## src/hdl/rv32d_pkg.sv

```systemverilog
// Package for the RV32 instruction decoder: opcodes, format classes,
// the decoded result record and the opcode classifier.
// Depends on nothing; the decoder modules and the testbench import it.
package rv32d_pkg;

  // Base opcodes of the 32-bit instruction set.
  localparam logic [6:0] OP_LUI      = 7'h37;
  localparam logic [6:0] OP_AUIPC    = 7'h17;
  localparam logic [6:0] OP_JAL      = 7'h6f;
  localparam logic [6:0] OP_JALR     = 7'h67;
  localparam logic [6:0] OP_LOAD     = 7'h03;
  localparam logic [6:0] OP_LOAD_FP  = 7'h07;
  localparam logic [6:0] OP_OP_IMM   = 7'h13;
  localparam logic [6:0] OP_BRANCH   = 7'h63;
  localparam logic [6:0] OP_STORE    = 7'h23;
  localparam logic [6:0] OP_STORE_FP = 7'h27;
  localparam logic [6:0] OP_OP       = 7'h33;
  localparam logic [6:0] OP_OP_FP    = 7'h53;
  localparam logic [6:0] OP_AMO      = 7'h2f;
  localparam logic [6:0] OP_SYSTEM   = 7'h73;

  // Encoding of the full-size breakpoint instruction.
  localparam logic [31:0] EBREAK_WORD = 32'h0010_0073;

  // Low two bits that mark a full 32-bit instruction.
  localparam logic [1:0] QUAD_FULL = 2'b11;

  // Format classes reported with each result.
  typedef enum logic [2:0] {
    CLS_UNKNOWN = 3'd0,
    CLS_R       = 3'd1,
    CLS_I       = 3'd2,
    CLS_S       = 3'd3,
    CLS_B       = 3'd4,
    CLS_U       = 3'd5,
    CLS_J       = 3'd6,
    CLS_SYS     = 3'd7
  } fmt_class_e;

  // One decoded instruction.
  typedef struct packed {
    logic              valid_res;
    logic              is_compressed;
    logic [31:0]       raw_word;
    logic [6:0]        major_opcode;
    logic [4:0]        dest_reg;
    logic [2:0]        func3;
    logic [4:0]        src1_reg;
    logic [4:0]        src2_reg;
    logic [6:0]        func7;
    logic signed [31:0] immediate;
    fmt_class_e        format_class;
  } rv32d_dec_t;

  // Maps a base opcode to its format class.
  function automatic fmt_class_e classify(input logic [6:0] op);
    fmt_class_e cls;
    case (op)
      OP_LUI, OP_AUIPC:                          cls = CLS_U;
      OP_JAL:                                    cls = CLS_J;
      OP_JALR, OP_LOAD, OP_LOAD_FP, OP_OP_IMM:   cls = CLS_I;
      OP_BRANCH:                                 cls = CLS_B;
      OP_STORE, OP_STORE_FP:                     cls = CLS_S;
      OP_OP, OP_OP_FP, OP_AMO:                   cls = CLS_R;
      OP_SYSTEM:                                 cls = CLS_SYS;
      default:                                   cls = CLS_UNKNOWN;
    endcase
    return cls;
  endfunction

endpackage

```

## src/hdl/rv32d_in_if.sv

```systemverilog
// Input channel of the RV32 instruction decoder: one fetched word per item.
// Standalone interface; no package needed.
interface rv32d_in_if;
  logic        valid;
  logic        ready;
  logic [31:0] instruction_word;

  modport source (output valid, output instruction_word, input ready);
  modport sink   (input valid, input instruction_word, output ready);
endinterface

```

## src/hdl/rv32d_out_if.sv

```systemverilog
// Output channel of the RV32 instruction decoder: one decoded result per item.
// Standalone interface; no package needed.
interface rv32d_out_if;
  logic               valid;
  logic               ready;
  logic               valid_res;
  logic               is_compressed;
  logic [31:0]        raw_word;
  logic [6:0]         major_opcode;
  logic [4:0]         dest_reg;
  logic [2:0]         func3;
  logic [4:0]         src1_reg;
  logic [4:0]         src2_reg;
  logic [6:0]         func7;
  logic signed [31:0] immediate;
  logic [2:0]         format_class;

  modport source (
    output valid, output valid_res, output is_compressed, output raw_word,
    output major_opcode, output dest_reg, output func3, output src1_reg,
    output src2_reg, output func7, output immediate, output format_class,
    input ready
  );
  modport sink (
    input valid, input valid_res, input is_compressed, input raw_word,
    input major_opcode, input dest_reg, input func3, input src1_reg,
    input src2_reg, input func7, input immediate, input format_class,
    output ready
  );
endinterface

```

## src/hdl/rv32_instruction_decoder_top.sv

```systemverilog
// Top level of the RV32 instruction decoder with compressed expansion.
// Depends on rv32d_pkg, rv32d_in_if, rv32d_out_if, rv32d_split, rv32d_expand.
//
//   Port    Dir  Payload                                  Moves
//   in_i    in   instruction_word                         one fetched word
//   out_o   out  valid_res .. format_class (11 fields)    one decoded result
//
// Each item passes through an input register, then the decode logic, then
// the result register. One item is accepted every cycle while the output
// does not stall; the result register and the input register form two
// stages whose ready depends on the stage's own valid flag and the next stage.
// A stall at the output holds both stages; nothing is dropped or repeated.
// Reset (rst_ni low, asynchronous) empties both stages; there is no other state.
module rv32_instruction_decoder_top (
  input  logic        clk_i,
  input  logic        rst_ni,
  rv32d_in_if.sink    in_i,
  rv32d_out_if.source out_o
);
  import rv32d_pkg::*;

  logic        s1_valid_q;
  logic        s1_valid_d;
  logic [31:0] s1_word_q;
  logic [31:0] s1_word_d;
  logic        out_valid_q;
  logic        out_valid_d;
  rv32d_dec_t  res_q;
  rv32d_dec_t  res_d;
  rv32d_dec_t  dec_full;
  rv32d_dec_t  dec_half;
  logic        s2_ready;
  logic        in_ready;

  // Handshake: each stage moves when the stage after it can take an item.
  assign s2_ready = !out_valid_q || out_o.ready;
  assign in_ready = !s1_valid_q || s2_ready;
  assign in_i.ready = in_ready;

  // Decode paths for both instruction sizes.
  rv32d_split u_split (
    .word_i (s1_word_q),
    .dec_o  (dec_full)
  );

  rv32d_expand u_expand (
    .half_i (s1_word_q[15:0]),
    .dec_o  (dec_half)
  );

  // Next values of both stages.
  always_comb begin
    s1_valid_d  = in_ready ? in_i.valid : s1_valid_q;
    s1_word_d   = (in_i.valid && in_ready) ? in_i.instruction_word : s1_word_q;
    out_valid_d = s2_ready ? s1_valid_q : out_valid_q;
    if (s1_valid_q && s2_ready) begin
      res_d = (s1_word_q[1:0] == QUAD_FULL) ? dec_full : dec_half;
    end else begin
      res_d = res_q;
    end
  end

  // Stage valid flags.
  always_ff @(posedge clk_i or negedge rst_ni) begin
    if (!rst_ni) begin
      s1_valid_q  <= 1'b0;
      out_valid_q <= 1'b0;
    end else begin
      s1_valid_q  <= s1_valid_d;
      out_valid_q <= out_valid_d;
    end
  end

  // Stage payloads.
  always_ff @(posedge clk_i) begin
    s1_word_q <= s1_word_d;
    res_q     <= res_d;
  end

  // Result port.
  assign out_o.valid         = out_valid_q;
  assign out_o.valid_res     = res_q.valid_res;
  assign out_o.is_compressed = res_q.is_compressed;
  assign out_o.raw_word      = res_q.raw_word;
  assign out_o.major_opcode  = res_q.major_opcode;
  assign out_o.dest_reg      = res_q.dest_reg;
  assign out_o.func3         = res_q.func3;
  assign out_o.src1_reg      = res_q.src1_reg;
  assign out_o.src2_reg      = res_q.src2_reg;
  assign out_o.func7         = res_q.func7;
  assign out_o.immediate     = res_q.immediate;
  assign out_o.format_class  = res_q.format_class;

  // A rejected encoding carries an all-zero record.
  a_illegal_zero: assert property (@(posedge clk_i) disable iff (!rst_ni)
    out_valid_q && !res_q.valid_res |-> res_q == '0)
    else $error("illegal encoding result has nonzero fields");

  // Only a decoded instruction is marked compressed.
  a_comp_valid: assert property (@(posedge clk_i) disable iff (!rst_ni)
    out_valid_q && res_q.is_compressed |-> res_q.valid_res)
    else $error("compressed flag set on an illegal encoding");

  // A full-size result keeps the marker bits of its word.
  a_full_marker: assert property (@(posedge clk_i) disable iff (!rst_ni)
    out_valid_q && res_q.valid_res && !res_q.is_compressed
      |-> res_q.raw_word[1:0] == QUAD_FULL)
    else $error("full-size result without full-size marker bits");

  // Upper-immediate results have a clear low twelve bits.
  a_upper_imm: assert property (@(posedge clk_i) disable iff (!rst_ni)
    out_valid_q && res_q.format_class == CLS_U |-> res_q.immediate[11:0] == '0)
    else $error("upper immediate has low bits set");

  // A held input stage keeps its item until the result stage frees up.
  a_s1_hold: assert property (@(posedge clk_i) disable iff (!rst_ni)
    s1_valid_q && !s2_ready |=> s1_valid_q && $stable(s1_word_q))
    else $error("input stage lost its item during a stall");

endmodule

```

## src/hdl/rv32d_split.sv

```systemverilog
// Field split of a full 32-bit instruction: fields, class and immediate.
// Depends on rv32d_pkg.
module rv32d_split (
  input  logic [31:0]            word_i,
  output rv32d_pkg::rv32d_dec_t  dec_o
);
  import rv32d_pkg::*;

  fmt_class_e cls;

  assign cls = classify(word_i[6:0]);

  // Plain field slices plus the immediate of the format the class names.
  always_comb begin
    dec_o               = '0;
    dec_o.valid_res     = 1'b1;
    dec_o.is_compressed = 1'b0;
    dec_o.raw_word      = word_i;
    dec_o.major_opcode  = word_i[6:0];
    dec_o.dest_reg      = word_i[11:7];
    dec_o.func3         = word_i[14:12];
    dec_o.src1_reg      = word_i[19:15];
    dec_o.src2_reg      = word_i[24:20];
    dec_o.func7         = word_i[31:25];
    dec_o.format_class  = cls;
    case (cls)
      CLS_S: begin
        dec_o.immediate = {{20{word_i[31]}}, word_i[31:25], word_i[11:7]};
      end
      CLS_B: begin
        dec_o.immediate = {{19{word_i[31]}}, word_i[31], word_i[7], word_i[30:25],
                           word_i[11:8], 1'b0};
      end
      CLS_U: begin
        dec_o.immediate = {word_i[31:12], 12'b0};
      end
      CLS_J: begin
        dec_o.immediate = {{11{word_i[31]}}, word_i[31], word_i[19:12], word_i[20],
                           word_i[30:21], 1'b0};
      end
      default: begin
        dec_o.immediate = {{20{word_i[31]}}, word_i[31:20]};
      end
    endcase
  end

endmodule

```

## src/hdl/rv32d_expand.sv

```systemverilog
// Expansion of a 16-bit compressed instruction into the fields of its
// 32-bit equivalent, with detection of reserved encodings.
// Depends on rv32d_pkg.
module rv32d_expand (
  input  logic [15:0]            half_i,
  output rv32d_pkg::rv32d_dec_t  dec_o
);
  import rv32d_pkg::*;

  // Quadrants.
  localparam logic [1:0] Q0 = 2'b00;
  localparam logic [1:0] Q1 = 2'b01;

  // Quadrant 0 function codes.
  localparam logic [2:0] C0_ADDI4SPN = 3'd0;
  localparam logic [2:0] C0_FLD      = 3'd1;
  localparam logic [2:0] C0_LW       = 3'd2;
  localparam logic [2:0] C0_FLW      = 3'd3;
  localparam logic [2:0] C0_FSD      = 3'd5;
  localparam logic [2:0] C0_SW       = 3'd6;
  localparam logic [2:0] C0_FSW      = 3'd7;

  // Quadrant 1 function codes.
  localparam logic [2:0] C1_ADDI     = 3'd0;
  localparam logic [2:0] C1_JAL      = 3'd1;
  localparam logic [2:0] C1_LI       = 3'd2;
  localparam logic [2:0] C1_LUI      = 3'd3;
  localparam logic [2:0] C1_MISC_ALU = 3'd4;
  localparam logic [2:0] C1_J        = 3'd5;

  // Quadrant 2 function codes.
  localparam logic [2:0] C2_SLLI     = 3'd0;
  localparam logic [2:0] C2_FLDSP    = 3'd1;
  localparam logic [2:0] C2_LWSP     = 3'd2;
  localparam logic [2:0] C2_FLWSP    = 3'd3;
  localparam logic [2:0] C2_JR_ADD   = 3'd4;
  localparam logic [2:0] C2_FSDSP    = 3'd5;
  localparam logic [2:0] C2_SWSP     = 3'd6;

  // Sub-codes of the quadrant 1 ALU group.
  localparam logic [1:0] ALU_SRLI = 2'd0;
  localparam logic [1:0] ALU_SRAI = 2'd1;
  localparam logic [1:0] ALU_ANDI = 2'd2;

  // Function fields of the 32-bit forms.
  localparam logic [2:0] F3_ADD    = 3'd0;
  localparam logic [2:0] F3_SLL    = 3'd1;
  localparam logic [2:0] F3_WORD   = 3'd2;
  localparam logic [2:0] F3_DOUBLE = 3'd3;
  localparam logic [2:0] F3_XOR    = 3'd4;
  localparam logic [2:0] F3_SR     = 3'd5;
  localparam logic [2:0] F3_OR     = 3'd6;
  localparam logic [2:0] F3_AND    = 3'd7;
  localparam logic [6:0] F7_ALT    = 7'h20;

  // Fixed registers.
  localparam logic [4:0] REG_ZERO = 5'd0;
  localparam logic [4:0] REG_RA   = 5'd1;
  localparam logic [4:0] REG_SP   = 5'd2;

  logic [2:0]  f3;
  logic [4:0]  rdp;
  logic [4:0]  rs1p;
  logic [4:0]  rfull;
  logic [4:0]  r2full;
  logic        b12;
  logic [1:0]  alu_sel;
  logic [1:0]  alu_op;
  logic [31:0] ci_imm;
  logic [31:0] wimm;
  logic [31:0] dimm;
  logic [31:0] jimm;
  logic [31:0] bimm;
  logic [9:0]  spn_imm;
  logic [9:0]  sp16_imm;

  // Common field extracts of the compressed encodings.
  assign f3       = half_i[15:13];
  assign rdp      = {2'b01, half_i[4:2]};
  assign rs1p     = {2'b01, half_i[9:7]};
  assign rfull    = half_i[11:7];
  assign r2full   = half_i[6:2];
  assign b12      = half_i[12];
  assign alu_sel  = half_i[11:10];
  assign alu_op   = half_i[6:5];
  assign ci_imm   = {{26{b12}}, b12, half_i[6:2]};
  assign wimm     = {25'b0, half_i[5], half_i[12:10], half_i[6], 2'b00};
  assign dimm     = {24'b0, half_i[6:5], half_i[12:10], 3'b000};
  assign jimm     = {{20{b12}}, b12, half_i[8], half_i[10:9], half_i[6], half_i[7],
                     half_i[2], half_i[11], half_i[5:3], 1'b0};
  assign bimm     = {{23{b12}}, b12, half_i[6:5], half_i[2], half_i[11:10],
                     half_i[4:3], 1'b0};
  assign spn_imm  = {half_i[10:7], half_i[12:11], half_i[5], half_i[6], 2'b00};
  assign sp16_imm = {b12, half_i[4:3], half_i[5], half_i[2], half_i[6], 4'b0000};

  // Expansion per quadrant and function code; reserved forms clear ok.
  always_comb begin
    logic ok;
    ok       = 1'b1;
    dec_o    = '0;
    dec_o.raw_word = {16'b0, half_i};
    case (half_i[1:0])
      Q0: begin
        case (f3)
          C0_ADDI4SPN: begin
            ok = (spn_imm != '0);
            dec_o.major_opcode = OP_OP_IMM;
            dec_o.dest_reg     = rdp;
            dec_o.src1_reg     = REG_SP;
            dec_o.immediate    = {22'b0, spn_imm};
          end
          C0_FLD: begin
            dec_o.major_opcode = OP_LOAD_FP;
            dec_o.dest_reg     = rdp;
            dec_o.func3        = F3_DOUBLE;
            dec_o.src1_reg     = rs1p;
            dec_o.immediate    = dimm;
          end
          C0_LW, C0_FLW: begin
            dec_o.major_opcode = (f3 == C0_LW) ? OP_LOAD : OP_LOAD_FP;
            dec_o.dest_reg     = rdp;
            dec_o.func3        = F3_WORD;
            dec_o.src1_reg     = rs1p;
            dec_o.immediate    = wimm;
          end
          C0_FSD: begin
            dec_o.major_opcode = OP_STORE_FP;
            dec_o.func3        = F3_DOUBLE;
            dec_o.src1_reg     = rs1p;
            dec_o.src2_reg     = rdp;
            dec_o.immediate    = dimm;
          end
          C0_SW, C0_FSW: begin
            dec_o.major_opcode = (f3 == C0_SW) ? OP_STORE : OP_STORE_FP;
            dec_o.func3        = F3_WORD;
            dec_o.src1_reg     = rs1p;
            dec_o.src2_reg     = rdp;
            dec_o.immediate    = wimm;
          end
          default: begin
            ok = 1'b0;
          end
        endcase
      end
      Q1: begin
        case (f3)
          C1_ADDI: begin
            dec_o.major_opcode = OP_OP_IMM;
            dec_o.dest_reg     = rfull;
            dec_o.src1_reg     = rfull;
            dec_o.immediate    = ci_imm;
          end
          C1_JAL: begin
            dec_o.major_opcode = OP_JAL;
            dec_o.dest_reg     = REG_RA;
            dec_o.immediate    = jimm;
          end
          C1_LI: begin
            dec_o.major_opcode = OP_OP_IMM;
            dec_o.dest_reg     = rfull;
            dec_o.immediate    = ci_imm;
          end
          C1_LUI: begin
            if (rfull == REG_SP) begin
              // Stack pointer adjust in steps of sixteen bytes.
              ok = (sp16_imm != '0);
              dec_o.major_opcode = OP_OP_IMM;
              dec_o.dest_reg     = REG_SP;
              dec_o.src1_reg     = REG_SP;
              dec_o.immediate    = {{22{b12}}, sp16_imm};
            end else begin
              ok = (rfull != REG_ZERO) && ({b12, half_i[6:2]} != '0);
              dec_o.major_opcode = OP_LUI;
              dec_o.dest_reg     = rfull;
              dec_o.immediate    = {ci_imm[19:0], 12'b0};
            end
          end
          C1_MISC_ALU: begin
            dec_o.dest_reg = rs1p;
            dec_o.src1_reg = rs1p;
            if (alu_sel == ALU_ANDI) begin
              dec_o.major_opcode = OP_OP_IMM;
              dec_o.func3        = F3_AND;
              dec_o.immediate    = ci_imm;
            end else if (b12) begin
              ok = 1'b0;
            end else if (alu_sel == ALU_SRLI || alu_sel == ALU_SRAI) begin
              dec_o.major_opcode = OP_OP_IMM;
              dec_o.func3        = F3_SR;
              dec_o.src2_reg     = r2full;
              dec_o.func7        = (alu_sel == ALU_SRAI) ? F7_ALT : '0;
            end else begin
              // Register-register group: sub, xor, or, and.
              dec_o.major_opcode = OP_OP;
              dec_o.src2_reg     = rdp;
              case (alu_op)
                2'd0:    dec_o.func3 = F3_ADD;
                2'd1:    dec_o.func3 = F3_XOR;
                2'd2:    dec_o.func3 = F3_OR;
                default: dec_o.func3 = F3_AND;
              endcase
              dec_o.func7 = (alu_op == 2'd0) ? F7_ALT : '0;
            end
          end
          C1_J: begin
            dec_o.major_opcode = OP_JAL;
            dec_o.immediate    = jimm;
          end
          default: begin
            // Branch if zero or not zero; the low code bit picks which.
            dec_o.major_opcode = OP_BRANCH;
            dec_o.func3        = {2'b00, f3[0]};
            dec_o.src1_reg     = rs1p;
            dec_o.immediate    = bimm;
          end
        endcase
      end
      default: begin
        case (f3)
          C2_SLLI: begin
            ok = (rfull != REG_ZERO) && !b12;
            dec_o.major_opcode = OP_OP_IMM;
            dec_o.dest_reg     = rfull;
            dec_o.func3        = F3_SLL;
            dec_o.src1_reg     = rfull;
            dec_o.src2_reg     = r2full;
          end
          C2_FLDSP: begin
            ok = (rfull != REG_ZERO);
            dec_o.major_opcode = OP_LOAD_FP;
            dec_o.dest_reg     = rfull;
            dec_o.func3        = F3_DOUBLE;
            dec_o.src1_reg     = REG_SP;
            dec_o.immediate    = {23'b0, half_i[4:2], b12, half_i[6:5], 3'b000};
          end
          C2_LWSP, C2_FLWSP: begin
            ok = (rfull != REG_ZERO);
            dec_o.major_opcode = (f3 == C2_LWSP) ? OP_LOAD : OP_LOAD_FP;
            dec_o.dest_reg     = rfull;
            dec_o.func3        = F3_WORD;
            dec_o.src1_reg     = REG_SP;
            dec_o.immediate    = {24'b0, half_i[3:2], b12, half_i[6:4], 2'b00};
          end
          C2_JR_ADD: begin
            if (b12 && rfull == REG_ZERO && r2full == REG_ZERO) begin
              // Breakpoint expands to the fixed system word.
              dec_o.major_opcode = OP_SYSTEM;
              dec_o.raw_word     = EBREAK_WORD;
            end else if (rfull == REG_ZERO) begin
              ok = 1'b0;
            end else if (r2full == REG_ZERO) begin
              dec_o.major_opcode = OP_JALR;
              dec_o.dest_reg     = {4'b0000, b12};
              dec_o.src1_reg     = rfull;
            end else begin
              dec_o.major_opcode = OP_OP;
              dec_o.dest_reg     = rfull;
              dec_o.src1_reg     = b12 ? rfull : REG_ZERO;
              dec_o.src2_reg     = r2full;
            end
          end
          C2_FSDSP: begin
            dec_o.major_opcode = OP_STORE_FP;
            dec_o.func3        = F3_DOUBLE;
            dec_o.src1_reg     = REG_SP;
            dec_o.src2_reg     = r2full;
            dec_o.immediate    = {23'b0, half_i[9:7], half_i[12:10], 3'b000};
          end
          default: begin
            dec_o.major_opcode = (f3 == C2_SWSP) ? OP_STORE : OP_STORE_FP;
            dec_o.func3        = F3_WORD;
            dec_o.src1_reg     = REG_SP;
            dec_o.src2_reg     = r2full;
            dec_o.immediate    = {24'b0, half_i[8:7], half_i[12:9], 2'b00};
          end
        endcase
      end
    endcase
    // An illegal form reports nothing but the cleared record.
    if (ok) begin
      dec_o.valid_res     = 1'b1;
      dec_o.is_compressed = 1'b1;
      dec_o.format_class  = classify(dec_o.major_opcode);
    end else begin
      dec_o = '0;
    end
  end

endmodule

```

## src/flat_wrapper.sv

```systemverilog
// flat-port wrapper written by rule: the top's interface ports become plain ports
module rv32_instruction_decoder_top_flat import rv32d_pkg::*;
  (clk_i, rst_ni, in_i_valid, in_i_instruction_word, in_i_ready, out_o_valid, out_o_valid_res, out_o_is_compressed, out_o_raw_word, out_o_major_opcode, out_o_dest_reg, out_o_func3, out_o_src1_reg, out_o_src2_reg, out_o_func7, out_o_immediate, out_o_format_class, out_o_ready);
  rv32d_in_if in_i_i ();
  rv32d_out_if out_o_i ();
  input  logic clk_i;
  input  logic rst_ni;
  input wire logic [$bits(in_i_i.valid)-1:0] in_i_valid;
  input wire logic [$bits(in_i_i.instruction_word)-1:0] in_i_instruction_word;
  output wire logic [$bits(in_i_i.ready)-1:0] in_i_ready;
  output wire logic [$bits(out_o_i.valid)-1:0] out_o_valid;
  output wire logic [$bits(out_o_i.valid_res)-1:0] out_o_valid_res;
  output wire logic [$bits(out_o_i.is_compressed)-1:0] out_o_is_compressed;
  output wire logic [$bits(out_o_i.raw_word)-1:0] out_o_raw_word;
  output wire logic [$bits(out_o_i.major_opcode)-1:0] out_o_major_opcode;
  output wire logic [$bits(out_o_i.dest_reg)-1:0] out_o_dest_reg;
  output wire logic [$bits(out_o_i.func3)-1:0] out_o_func3;
  output wire logic [$bits(out_o_i.src1_reg)-1:0] out_o_src1_reg;
  output wire logic [$bits(out_o_i.src2_reg)-1:0] out_o_src2_reg;
  output wire logic [$bits(out_o_i.func7)-1:0] out_o_func7;
  output wire logic [$bits(out_o_i.immediate)-1:0] out_o_immediate;
  output wire logic [$bits(out_o_i.format_class)-1:0] out_o_format_class;
  input wire logic [$bits(out_o_i.ready)-1:0] out_o_ready;
  assign in_i_i.valid = in_i_valid;
  assign in_i_i.instruction_word = in_i_instruction_word;
  assign in_i_ready = in_i_i.ready;
  assign out_o_valid = out_o_i.valid;
  assign out_o_valid_res = out_o_i.valid_res;
  assign out_o_is_compressed = out_o_i.is_compressed;
  assign out_o_raw_word = out_o_i.raw_word;
  assign out_o_major_opcode = out_o_i.major_opcode;
  assign out_o_dest_reg = out_o_i.dest_reg;
  assign out_o_func3 = out_o_i.func3;
  assign out_o_src1_reg = out_o_i.src1_reg;
  assign out_o_src2_reg = out_o_i.src2_reg;
  assign out_o_func7 = out_o_i.func7;
  assign out_o_immediate = out_o_i.immediate;
  assign out_o_format_class = out_o_i.format_class;
  assign out_o_i.ready = out_o_ready;
  rv32_instruction_decoder_top u_core (.clk_i(clk_i), .rst_ni(rst_ni), .in_i(in_i_i), .out_o(out_o_i));
endmodule
```

## config.mk

```make
export PLATFORM = sky130hd
export DESIGN_NAME = rv32_instruction_decoder_top_flat
export DESIGN_NICKNAME = d
export VERILOG_FILES = /design/src/hdl/rv32d_pkg.sv /design/src/hdl/rv32d_in_if.sv /design/src/hdl/rv32d_out_if.sv /design/src/hdl/rv32_instruction_decoder_top.sv /design/src/hdl/rv32d_split.sv /design/src/hdl/rv32d_expand.sv /design/src/flat_wrapper.sv
export SDC_FILE = /design/constraint.sdc
export NUM_CORES = 1
export LEC_CHECK = 0
export BUFFER_PORTS_ARGS = -buffer_cell sky130_fd_sc_hd__buf_2
export CAP_MARGIN = 20
export CORE_MARGIN = 2
export CORE_UTILIZATION = 58
export DETAILED_ROUTE_END_ITERATION = 16
export PLACE_DENSITY = 0.86
export SYNTH_ARGS = -nofsm -noshare
export SYNTH_HDL_FRONTEND = slang
export SYNTH_HIERARCHICAL = 1
export SYNTH_SLANG_ARGS = --single-unit
```

## constraint.sdc

```tcl
create_clock -name clk_i -period 4 [get_ports clk_i]
set_input_delay 0.6 -clock clk_i [delete_from_list [all_inputs] [get_ports clk_i]]
set_output_delay 0.6 -clock clk_i [all_outputs]
set_load 0.02 [all_outputs]
```

==> results by group <==
Power
  – Internal power: 3.11 mW
  – Clock share of power: approximately two fifths
  – Switching power share of the total: around 27%
  – Static leakage: 4.14 nW
  – Cell Pwr Density: 450 nW/um^2
  – Tot Pwr: around 4.3 mW
  – Psw: 1.17 mW
  – Reg power frac: between 40% and 50%
  – Worst IR Drop VDD: approximately 320 uV
  – Combinational power share: between 10% and 20%

Detailed routing
  – Via count: between 6000 and 7000
  – WL per Instance: between 20 and 25 um
  – DR pass1 iterations: 6
  – Final antenna-violating net count: 0
  – Met3 Wirelength: roughly 2.2 mm
  – DRT met1 WL: 8.86 mm
  – DRC: 0
  – Met2 routed WL: between 10 and 15 mm
  – Post-Route WL: 22.4 mm
  – Iter 0 DRT Violations: 752
  – Vias per cell: approximately 6.1
  – DR top layer: met4

Floorplan
  – Starting density of the core: about 60%
  – Core area: around 15000 um^2
  – Die width: between 100 and 150 um
  – # rows: 44
  – I/O pin cnt: ~140
  – Area of the die: ~16000 um^2
  – Die Ht: 127 um

Yosys
  – Syn Area/Cell: roughly 12 um^2
  – FFs w/ async S/R, synth: under 10%
  – Sequential fraction of the synthesis area: between 40 and 50%
  – Yosys Warn Count: 6
  – Gate Count Post-Synth: between 700 and 800
  – Mapped Area: 8710 um^2
  – Top FF cell, synth: edfxtp_1
  – FF+latch count, synth: about 140
  – Post-synth EDFFs: around 130
  – Synth cell types: roughly 70

Timing
  – Final Hold Slack: approximately 0.33 ns
  – Relative slew margins: 28.0%
  – Final Setup Violations: 0
  – Setup TNS: 0 ns
  – Post-layout worst setup margin: slightly above 0.6 ns
  – RSZ-0062 raised after global routing: no
  – Max-slew violations: 0
  – Number of hold violations in the final report: 0
  – Least-Margin Pin Slew: between 1 and 1.5 ns
  – Clock skew: 0.0118 ns
  – Highest clock rate: 296 MHz
  – Post-layout min period: about 3.4 ns
  – Part of the cycle the worst path needs: between 80% and 90%

Cells and area
  – Final instance area: 9510 um^2
  – Share of post-route cells with drive strength above 1: between 40% and 50%
  – Area Growth Syn to Fin: 9.25%
  – Total Nets Final: 840
  – Fill cell count: ~1100
  – Final Core Density: 65.2%
  – Commonest non-fill, non-tap cells in the layout: buf_2 (138), edfxtp_1 (133), mux2_4 (90)
  – Layout Cells excl Fill: 1001
  – Ant. Diodes: 0
  – Commonest non-fill, non-tap cell in the layout: buf_2

GRT
  – Largest net degree at the start of global routing: 98
  – GRT Util Overall: around 28%
  – Initial antenna violation count: 0
  – Vias in the first global route: between 5000 and 6000
  – First-pass GRT wire length: 34.2 mm
  – Congestion Overflow GR: 0

Placed design
  – Setup WS pre-CTS: between 0.7 and 0.8 ns
  – GPL Wtd Cong: ~1.0
  – Placed inst area: between 8000 and 9000 um^2
  – Post-DP HPWL: approximately 15 mm
  – Buffers on Ports: between 100 and 150
  – Placed insts: ~970

Min path
  – Hold Path Class: in2reg

CTS
  – Clk pin slew, worst setup/hold paths: roughly 0.060 ns
  – CTS tree: built
  – Htree depth: 4
  – # Post-CTS Setup Buffers: 0
  – Cts bufs inserted: 17
  – Clk_lat worst skew: around 0.44 ns
  – Clock sinks: ~140
  – Max Root-Sink Buffers: 2
  – Clock root cell: clkbuf_16

Setup path
  – CP max FO: 22
  – Worst Setup End Kind: register
  – Startpoint types: register
  – Worst Setup Path Type: reg2reg
  – Crit path DAT: about 3.6 ns
  – Worst EP required: roughly 4.2 ns
  – Reg2reg setup slack: 0.62 ns

Run
  – Max_cap viols: 0

Run status
  – Status: completed
-- layer usage --
metal	vias up	GRT usage, %
li1	2727	-
met1	2944	37.5
met2	389	43.1
met3	74	7.17
met4	0	15.8
met5	-	0
-- power groups by stage --
stage                     sequential [mW]  combinational [mW]  clock, mW
after floorplan                      1.93               0.529          0
after global placement               1.82               0.802          0
after detailed placement             1.82               0.812          0
after CTS                            1.79               0.819       1.68
after global routing                 1.81               0.875       1.74
final                                1.79               0.828       1.65
-- synthesized netlist by cell type (4+ instances only) --
| cell | count | area [um^2] |
|---|---|---|
| nor3_1 | 11 | 55.1 |
| a21o_1 | 14 | 105 |
| o21ai_0 | 23 | 115 |
| buf_4 | 104 | 781 |
| nor2b_1 | 13 | 81.3 |
| and2_1 | 14 | 87.6 |
| a22o_1 | 4 | 35.0 |
| clkbuf_1 | 26 | 97.6 |
| inv_1 | 16 | 60.1 |
| and3_1 | 11 | 68.8 |
| nand3_1 | 9 | 45.0 |
| mux2_2 | 19 | 214 |
| nand2b_1 | 6 | 37.5 |
| o22ai_1 | 7 | 43.8 |
| edfxtp_1 | 133 | 3990 |
| a2111oi_0 | 4 | 35.0 |
| buf_2 | 9 | 45.0 |
| mux2_4 | 90 | 1350 |
| buf_12 | 9 | 180 |
| nand2_1 | 41 | 154 |
| a21oi_1 | 39 | 195 |
| nor2_1 | 42 | 158 |
| a31oi_1 | 14 | 87.6 |
-- kinds of logic (layout without fill, tap and decap cells) --
group | Yosys count | after routing | share of synthesized area (%)
and+or+nand+nor | 176 | 176 | 10.4
buffers and inverters | 170 | 226 | 13.7
AOI/OAI and AO/OA | 146 | 146 | 11.0
DFF | 135 | 135 | 46.4
muxes | 111 | 111 | 18.2
other | 3 | 23 | 0.129
-- final timing paths --
kind / startpoint / cells past startpoint / endpoint
worst max register to register: u_core/s1_word_q[14] / 7 / u_core/out_o.raw_word[15]
min in group asynchronous: rst_ni / 2 / u_core/out_o.valid
worst min-delay path: in_i_instruction_word[8] / 1 / u_core/s1_word_q[8]
worst min register to register: u_core/s1_valid_q / 1 / u_core/out_o.valid
worst max-delay path: u_core/s1_word_q[14] / 7 / u_core/out_o.raw_word[15]
max in group asynchronous: rst_ni / 2 / u_core/s1_valid_q
-- worst max-delay path: stages (launching register included) --
cell and delay [ns]:
edfxtp_1 0.71, or2_2 0.51, a21oi_1 0.17, a31oi_1 0.06
o221ai_1 0.71, nand2_1 0.40, and3_1 0.31, mux2_4 0.25
-- what timing repair did --
action / 4_1_cts / 5_1_grt
hold buffers: 1 / 0
endpoints found under the setup margin: 0 / 0
gates resized for setup: 0 / 0
hold endpoints to repair: 2 / 0
-- cell type report --
cell class	instances	area (um^2)	share of cell area, %
clock inverters	14	196	2.06
repair buffers	175	983	10.3
flip-flops and latches	135	4040	42.5
well taps	184	230	2.42
clock buffers	18	429	4.51
inverters	19	71.3	0.750
multi-input cells	456	3560	37.4
(Power assumes the default switching activity.)
